[config.mk]
export PLATFORM = sky130hd
export DESIGN_NAME = ts_pes_start_gate
export DESIGN_NICKNAME = d
export VERILOG_FILES = /design/src/tspsg_pkg.sv /design/src/ts_pes_start_gate.sv
export SDC_FILE = /design/constraint.sdc
export NUM_CORES = 2
export LEC_CHECK = 0
export BUFFER_PORTS_ARGS = -buffer_cell sky130_fd_sc_hd__buf_4
export CORE_AREA = 2 2 507 509
export DETAILED_ROUTE_END_ITERATION = 8
export DIE_AREA = 0 0 509 511
export GPL_TIMING_DRIVEN = 0
export HOLD_SLACK_MARGIN = 0.03
export SLEW_MARGIN = 20
export SYNTH_ARGS = -nofsm -noshare
export SYNTH_HDL_FRONTEND = slang
export SYNTH_SLANG_ARGS = --single-unit
[constraint.sdc]
create_clock -name clk -period 3.6 [get_ports clk]
set_clock_uncertainty 0.15 [all_clocks]
set_input_delay 0.36 -clock clk [delete_from_list [all_inputs] [get_ports clk]]
set_output_delay 0.36 -clock clk [all_outputs]
set_load 0.01 [all_outputs]
[src/tspsg_pkg.sv]
`default_nettype none

package tspsg_pkg;

    localparam int PACKET_BYTES = 188;
    localparam int POS_W = $clog2(PACKET_BYTES);
    localparam int START_W = 9;

    localparam logic [POS_W-1:0] POS_ADAPT_CTRL = POS_W'(3);
    localparam logic [POS_W-1:0] POS_ADAPT_LEN = POS_W'(4);
    localparam logic [POS_W-1:0] POS_LAST = POS_W'(PACKET_BYTES - 1);

    localparam logic [START_W-1:0] PAYLOAD_DEFAULT = START_W'(4);
    localparam logic [START_W-1:0] ADAPT_OFFSET = START_W'(5);
    localparam logic [1:0] ADAPT_BOTH = 2'd3;
    localparam logic [7:0] MAX_ADAPT_LEN = 8'd178;

    localparam logic [7:0] START_BYTE0 = 8'h00;
    localparam logic [7:0] START_BYTE1 = 8'h00;
    localparam logic [7:0] START_BYTE2 = 8'h01;

    localparam int CFG_IDX_W = 8;
    localparam logic [CFG_IDX_W-1:0] REG_VIDEO_LOW = 8'd0;
    localparam logic [CFG_IDX_W-1:0] REG_VIDEO_HIGH = 8'd1;
    localparam logic [CFG_IDX_W-1:0] REG_AUDIO_LOW = 8'd2;
    localparam logic [CFG_IDX_W-1:0] REG_AUDIO_HIGH = 8'd3;

    localparam logic [7:0] VIDEO_LOW_RST = 8'hE0;
    localparam logic [7:0] VIDEO_HIGH_RST = 8'hEF;
    localparam logic [7:0] AUDIO_LOW_RST = 8'hC0;
    localparam logic [7:0] AUDIO_HIGH_RST = 8'hDF;

endpackage

`default_nettype wire

[src/ts_pes_start_gate.sv]
// Latency: a byte leaves one packet later. It is read on the beat that writes the same packet
//   position and then passes through the output register.
// Throughput: one input beat per cycle while in_stall is low; a single-port packet store, read before write.
// A two-entry output stage (register and skid) stalls input only when both are full.
// Reset clears position, gate and start-code state and reloads the id ranges;
// store contents stay undefined and are never read before being written.
`default_nettype none

module ts_pes_start_gate
    import tspsg_pkg::*;
(
    input  wire logic                 clk,
    input  wire logic                 rst_n,

    input  wire logic                 cfg_write,
    input  wire logic [CFG_IDX_W-1:0] cfg_index,
    input  wire logic [7:0]           cfg_data,

    input  wire logic                 in_valid,
    output logic                      in_stall,
    input  wire logic [7:0]           stream_byte,

    output logic                      out_valid,
    input  wire logic                 out_stall,
    output logic [7:0]                out_byte,
    output logic                      packet_first,
    output logic                      packet_last
);

    logic [7:0] video_low_reg, video_high_reg, audio_low_reg, audio_high_reg;

    logic [7:0] store_mem [PACKET_BYTES];

    logic [POS_W-1:0]   byte_position_reg, byte_position_next;
    logic [1:0]         adapt_control_reg, adapt_control_next;
    logic [START_W-1:0] payload_start_reg, payload_start_next;
    logic               start_code_ok_reg, start_code_ok_next;
    logic               previous_passes_reg, previous_passes_next;
    logic               gate_open_reg, gate_open_next;

    logic       out_valid_reg, out_valid_next;
    logic       skid_valid_reg, skid_valid_next;
    logic [7:0] out_byte_reg, skid_byte_reg;
    logic       out_first_reg, out_last_reg, skid_first_reg, skid_last_reg;

    logic accept, push, pop, load_out, load_skid;
    logic pos_first, pos_last, id_ok, passes;
    logic [START_W:0] pos_ext, ps_ext;

    assign in_stall = skid_valid_reg;
    assign accept = in_valid && !skid_valid_reg;
    assign push = accept && previous_passes_reg;
    assign pop = out_valid_reg && !out_stall;
    assign load_out = skid_valid_reg ? pop : (push && (!out_valid_reg || pop));
    assign load_skid = !skid_valid_reg && push && out_valid_reg && !pop;

    assign pos_first = (byte_position_reg == '0);
    assign pos_last = (byte_position_reg == POS_LAST);
    assign pos_ext = (START_W+1)'(byte_position_reg);
    assign ps_ext = {1'b0, payload_start_reg};

    assign id_ok = (stream_byte >= video_low_reg && stream_byte <= video_high_reg)
                || (stream_byte >= audio_low_reg && stream_byte <= audio_high_reg);

    always_comb
    begin
        adapt_control_next = adapt_control_reg;
        payload_start_next = payload_start_reg;
        start_code_ok_next = start_code_ok_reg;
        byte_position_next = byte_position_reg;
        previous_passes_next = previous_passes_reg;
        gate_open_next = gate_open_reg;
        passes = 1'b0;
        if (accept)
        begin
            if (byte_position_reg == POS_ADAPT_CTRL)
            begin
                adapt_control_next = stream_byte[5:4];
                payload_start_next = PAYLOAD_DEFAULT;
                start_code_ok_next = 1'b1;
            end
            else if (byte_position_reg == POS_ADAPT_LEN && adapt_control_reg == ADAPT_BOTH)
            begin
                start_code_ok_next = start_code_ok_reg && (stream_byte <= MAX_ADAPT_LEN);
                payload_start_next = ADAPT_OFFSET + START_W'(stream_byte);
            end
            else if (byte_position_reg >= POS_ADAPT_LEN)
            begin
                priority if (pos_ext == ps_ext)
                    start_code_ok_next = start_code_ok_reg && (stream_byte == START_BYTE0);
                else if (pos_ext == ps_ext + (START_W+1)'(1))
                    start_code_ok_next = start_code_ok_reg && (stream_byte == START_BYTE1);
                else if (pos_ext == ps_ext + (START_W+1)'(2))
                    start_code_ok_next = start_code_ok_reg && (stream_byte == START_BYTE2);
                else if (pos_ext == ps_ext + (START_W+1)'(3))
                    start_code_ok_next = start_code_ok_reg && id_ok;
                else
                    start_code_ok_next = start_code_ok_reg;
            end

            if (pos_last)
            begin
                passes = gate_open_reg || (start_code_ok_next
                         && (ps_ext + (START_W+1)'(3) < (START_W+1)'(PACKET_BYTES)));
                gate_open_next = gate_open_reg || passes;
                previous_passes_next = passes;
                start_code_ok_next = 1'b0;
                byte_position_next = '0;
            end
            else
            begin
                byte_position_next = byte_position_reg + POS_W'(1);
            end
        end
    end

    always_comb
    begin
        if (skid_valid_reg)
        begin
            out_valid_next = 1'b1;
            skid_valid_next = !pop;
        end
        else
        begin
            out_valid_next = push || (out_valid_reg && !pop);
            skid_valid_next = load_skid;
        end
    end

    always_ff @(posedge clk or negedge rst_n)
    begin
        if (!rst_n)
        begin
            video_low_reg <= VIDEO_LOW_RST;
            video_high_reg <= VIDEO_HIGH_RST;
            audio_low_reg <= AUDIO_LOW_RST;
            audio_high_reg <= AUDIO_HIGH_RST;
        end
        else if (cfg_write)
        begin
            unique case (cfg_index)
                REG_VIDEO_LOW:  video_low_reg <= cfg_data;
                REG_VIDEO_HIGH: video_high_reg <= cfg_data;
                REG_AUDIO_LOW:  audio_low_reg <= cfg_data;
                REG_AUDIO_HIGH: audio_high_reg <= cfg_data;
                default: ;
            endcase
        end
    end

    always_ff @(posedge clk or negedge rst_n)
    begin
        if (!rst_n)
        begin
            byte_position_reg <= '0;
            adapt_control_reg <= '0;
            payload_start_reg <= PAYLOAD_DEFAULT;
            start_code_ok_reg <= 1'b0;
            previous_passes_reg <= 1'b0;
            gate_open_reg <= 1'b0;
            out_valid_reg <= 1'b0;
            skid_valid_reg <= 1'b0;
        end
        else
        begin
            byte_position_reg <= byte_position_next;
            adapt_control_reg <= adapt_control_next;
            payload_start_reg <= payload_start_next;
            start_code_ok_reg <= start_code_ok_next;
            previous_passes_reg <= previous_passes_next;
            gate_open_reg <= gate_open_next;
            out_valid_reg <= out_valid_next;
            skid_valid_reg <= skid_valid_next;
        end
    end

    // packet store: read-first single port
    always_ff @(posedge clk)
    begin
        if (accept)
            store_mem[byte_position_reg] <= stream_byte;
    end

    always_ff @(posedge clk)
    begin
        if (load_out)
        begin
            if (skid_valid_reg)
            begin
                out_byte_reg <= skid_byte_reg;
                out_first_reg <= skid_first_reg;
                out_last_reg <= skid_last_reg;
            end
            else
            begin
                out_byte_reg <= store_mem[byte_position_reg];
                out_first_reg <= pos_first;
                out_last_reg <= pos_last;
            end
        end
        if (load_skid)
        begin
            skid_byte_reg <= store_mem[byte_position_reg];
            skid_first_reg <= pos_first;
            skid_last_reg <= pos_last;
        end
    end

    assign out_valid = out_valid_reg;
    assign out_byte = out_byte_reg;
    assign packet_first = out_first_reg;
    assign packet_last = out_last_reg;

    a_skid_behind_out: assert property (@(posedge clk) disable iff (!rst_n)
        skid_valid_reg |-> out_valid_reg)
        else $error("skid beat held without an output beat");

    a_position_range: assert property (@(posedge clk) disable iff (!rst_n)
        byte_position_reg <= POS_LAST)
        else $error("byte position beyond packet");

    a_gate_sticky: assert property (@(posedge clk) disable iff (!rst_n)
        gate_open_reg |=> gate_open_reg)
        else $error("gate closed after opening");

    a_pass_needs_gate: assert property (@(posedge clk) disable iff (!rst_n)
        previous_passes_reg |-> gate_open_reg)
        else $error("packet passing with gate closed");

    a_emit_on_pass: assert property (@(posedge clk) disable iff (!rst_n)
        (accept && !previous_passes_reg && !out_valid_reg) |=> !out_valid_reg)
        else $error("beat emitted for a held packet");

endmodule

`default_nettype wire
==> flow_summary.ini <==
[yosys]
syn_area_um2 = 63330
syn_inst = 3308
ys_seq_area_share_pct = 74.47
synth_top_family_by_area = multiplexers
muxShareOfSynthArea_pct = 14.21
synthSimpleGateAreaFrac_pct = 4.117
synthAdderAreaFrac_pct = 0.8693
synthXorXnorAreaFrac_pct = 0.4406
yosysWarnings = 0
avgSynthCellArea_um2 = 19.15
synth_compound_area_share_pct = 3.943
synth_seq_cells = 1579
synth-edff-count = 1524
ys.flop_type = edfxtp_1
ys_types = 73
async_reset_ff_share_pct = 3.483
synth_nets = 3381

[global_routing]
gr-total-overflow = 0
track_usage_pct = 17.11
grt_pass1_vias = 35845
grt_start_max_net_pins = 123
antenna_found_initial = 13
grt_pass1_wl_um = 306700

[clock_network]
clk_pin_slew_ps = 70
cts-root-buf = clkbuf_16
cts_buffers = 163
cts_sinks = 1579
insertion_delay_ps = 840
clock_path_buffers = 3
h-tree-depth = 4
cts_tree = built

[detailed_routing]
drt-total-wl_um = 229000
top_layer_used = met5
dr_wl_met3_um = 29930
post_drt_wl_per_cell_um = 31.32
drt_first_pass_iters = 6
drt-met1-wl_um = 84330
drcViolationCount = 0
via_per_inst = 5.154
met2_length_um = 100800
drt-initial-drc-count = 6343
vias = 37686
postRouteAntennaNets = 0

[pwr]
p_leak_nw = 25.24
power_density_nw_per_um2 = 693.8
power_w = 0.05574
irDropWorstVdd_uv = 512.7

[critical_path]
path_cells = buf_12 > buf_16 > buf_16 > buf_16 > buf_12 > buf_16 > buf_12 > mux4_2 > mux2i_1 > o32ai_2 > nor3_4 > nand4b_1 > buf_6 > mux2_2
arrival_ps = 4370
r2r-start = byte_position_reg[0]
cp_slowest_cell = mux4_2
cp_num_buf_inv = 8
crit_top_cell = buf_16
cp-start-kind = register
r2r_slack_ps = -340
crit_path_end_kind = register
crit_fanout = 6
max_stage_delay_ps = 520
endpoint = out_byte[0]
crit_path_start = byte_position_reg[0]
r2r_end = out_byte[0]
worstSetupPathType = register to register
cp.depth = 14
critical_path.top_delay_family = buffers and inverters
worst_ep_required_time_ps = 4030
reg2reg_depth = 14

[die]
design.core.area_um2 = 255300
fp.dieH_um = 511
die_w_um = 509
rows = 186
pin_count = 41
start_util_pct = 24.81
die_area_um2 = 260100

[placement]
dpl.hpwl_um = 146400
io_buffers = 40
place_congestion = 1.001
dpl.cell_count = 6751

[timing]
min_period_over_period_pct = 109.5
fmax_ghz = 0.2536
tightest_slew_ps = 1068
fin_tns_setup_ps = -4864
rsz0062_at_grt = yes
hold_ws_ps = 126.1
period_needed_ps = 3943
worst_slack_ps = -343.1
slew_headroom_pct = 28.81
hold_viol = 0
setup_viol = 124
slew_violations = 0

[run_status]
status = finished with violations
violations = setup timing

[flow_run]
drv_cap = 0

[final_layout]
utilization_pct = 31.47
final_layout_size_suffix_gt1_share_pct = 36.09
fin_cells = 7312
layout.nets = 3869
largest_reg_flops = 1504
syn2layout_area_growth_pct = 26.87

[min_path]
hold_path_class = input pin to register
hold_depth = 4
[worst min path at each step]
stage	from	to	slack, ps
2_1_floorplan	rst_n	adapt_control_reg[0]	-90
3_3_place_gp	rst_n	out_valid	330
3_5_place_dp	audio_low_reg[3]	audio_low_reg[3]	340
4_1_cts	cfg_index[5]	video_high_reg[5]	120
5_1_grt	cfg_index[5]	video_high_reg[0]	180
6_report	cfg_index[5]	video_high_reg[5]	130
[synthesized netlist by cell type (10+ instances only)]
library cell  number  area [um^2]
a21oi_1           74        370.4
a221oi_1          16        140.1
a22o_1            19        166.4
a22oi_1           99        743.2
a31oi_1           16        100.1
and3_1            19        118.9
buf_1             21        78.83
buf_2             27        135.1
buf_4             18        135.1
buf_6             27        304.0
clkbuf_1         103        386.6
dfrtp_1           35        875.8
dfstp_2           20        525.5
edfxtp_1        1524        45760
ha_1              44        550.5
inv_1             44        165.2
mux2_2            47        529.3
mux2i_1          112         1121
mux4_2           324         7297
nand2_1          116        435.4
nand2b_1          12        75.07
nand3_1           81        405.4
nand4_1           23        143.9
nor2_1           230        863.3
nor2b_1           20        125.1
nor3_1            17        85.08
o211ai_1          13        97.59
o21ai_0           46        230.2
o22ai_1           10        62.56
xnor2_1           15        131.4
xor2_1            15        131.4
[routing by layer]
| metal | vias to the layer above | track usage [%] |
|---|---|---|
| met5 | - | 0 |
| met4 | 10 | 9.075 |
| met3 | 570 | 5.573 |
| met2 | 2691 | 25.41 |
| met1 | 19879 | 22.11 |
| li1 | 14536 | - |
[repair_timing]
| item | 4_1_cts | 5_1_grt |
|---|---|---|
| hold buffers | 32 | 0 |
| gates cloned | 3 | 2 |
| resized for setup | 860 | 118 |
| hold endpoints to repair | 799 | 0 |
| buffers inserted | 120 | 111 |
| pin swaps | 50 | 55 |
| endpoints found under the setup margin | 1545 | 1341 |
[tightest hold or removal path: stages]
cell and delay, ps:
buf_4 80, nor4_1 60, nand3b_1 330, mux2_2 220
[layout by cell type, fill, tap and decap left out, types with 56 or more instances in the layout]
| master | n |
|---|---|
| edfxtp_1 | 1524 |
| mux4_2 | 324 |
| buf_4 | 200 |
| nor2_4 | 176 |
| clkbuf_16 | 174 |
| nand2_1 | 105 |
| mux2i_1 | 94 |
| buf_12 | 83 |
| a22oi_1 | 73 |
| nand3_1 | 70 |
| a21oi_1 | 67 |
| clkbuf_1 | 56 |
[area by class of cell]
type	count	area [um^2]
well taps	3384	4234
inverters	46	193.9
clock buffers	204	4275
repair buffers	327	3816
flip-flops and latches	1579	47170
diodes	5	12.51
fillers	24192	175000
plain buffers	193	2678
multi-input cells	1486	17110
clock inverters	88	859.6
[through the flow]
stage | cell area (um^2) | setup slack, ps
6_report | 80350 | -343.1
5_1_grt | 80340 | -338.5
4_1_cts | 78630 | -211.4
3_5_place_dp | 68390 | -2692
3_3_place_gp | 67870 | -3253
2_1_floorplan | 63330 | 454.5
[power breakdown]
part           total [W]  switching, W  internal, W  leakage, nW
sequential        0.0207      0.000157       0.0206         14.4
combinational     0.0185        0.0124      0.00608         8.40
clock             0.0165       0.00728      0.00925         2.49
[logic make-up after synthesis]
| family | Yosys count |
|---|---|
| and+or+nand+nor | 564 |
| adders and majority gates | 44 |
| buffers and inverters | 243 |
| xor gates and xnor gates | 31 |
| muxes | 485 |
| AOI/OAI and AO/OA | 362 |
| DFF | 1579 |
(Power assumes the default switching activity.)
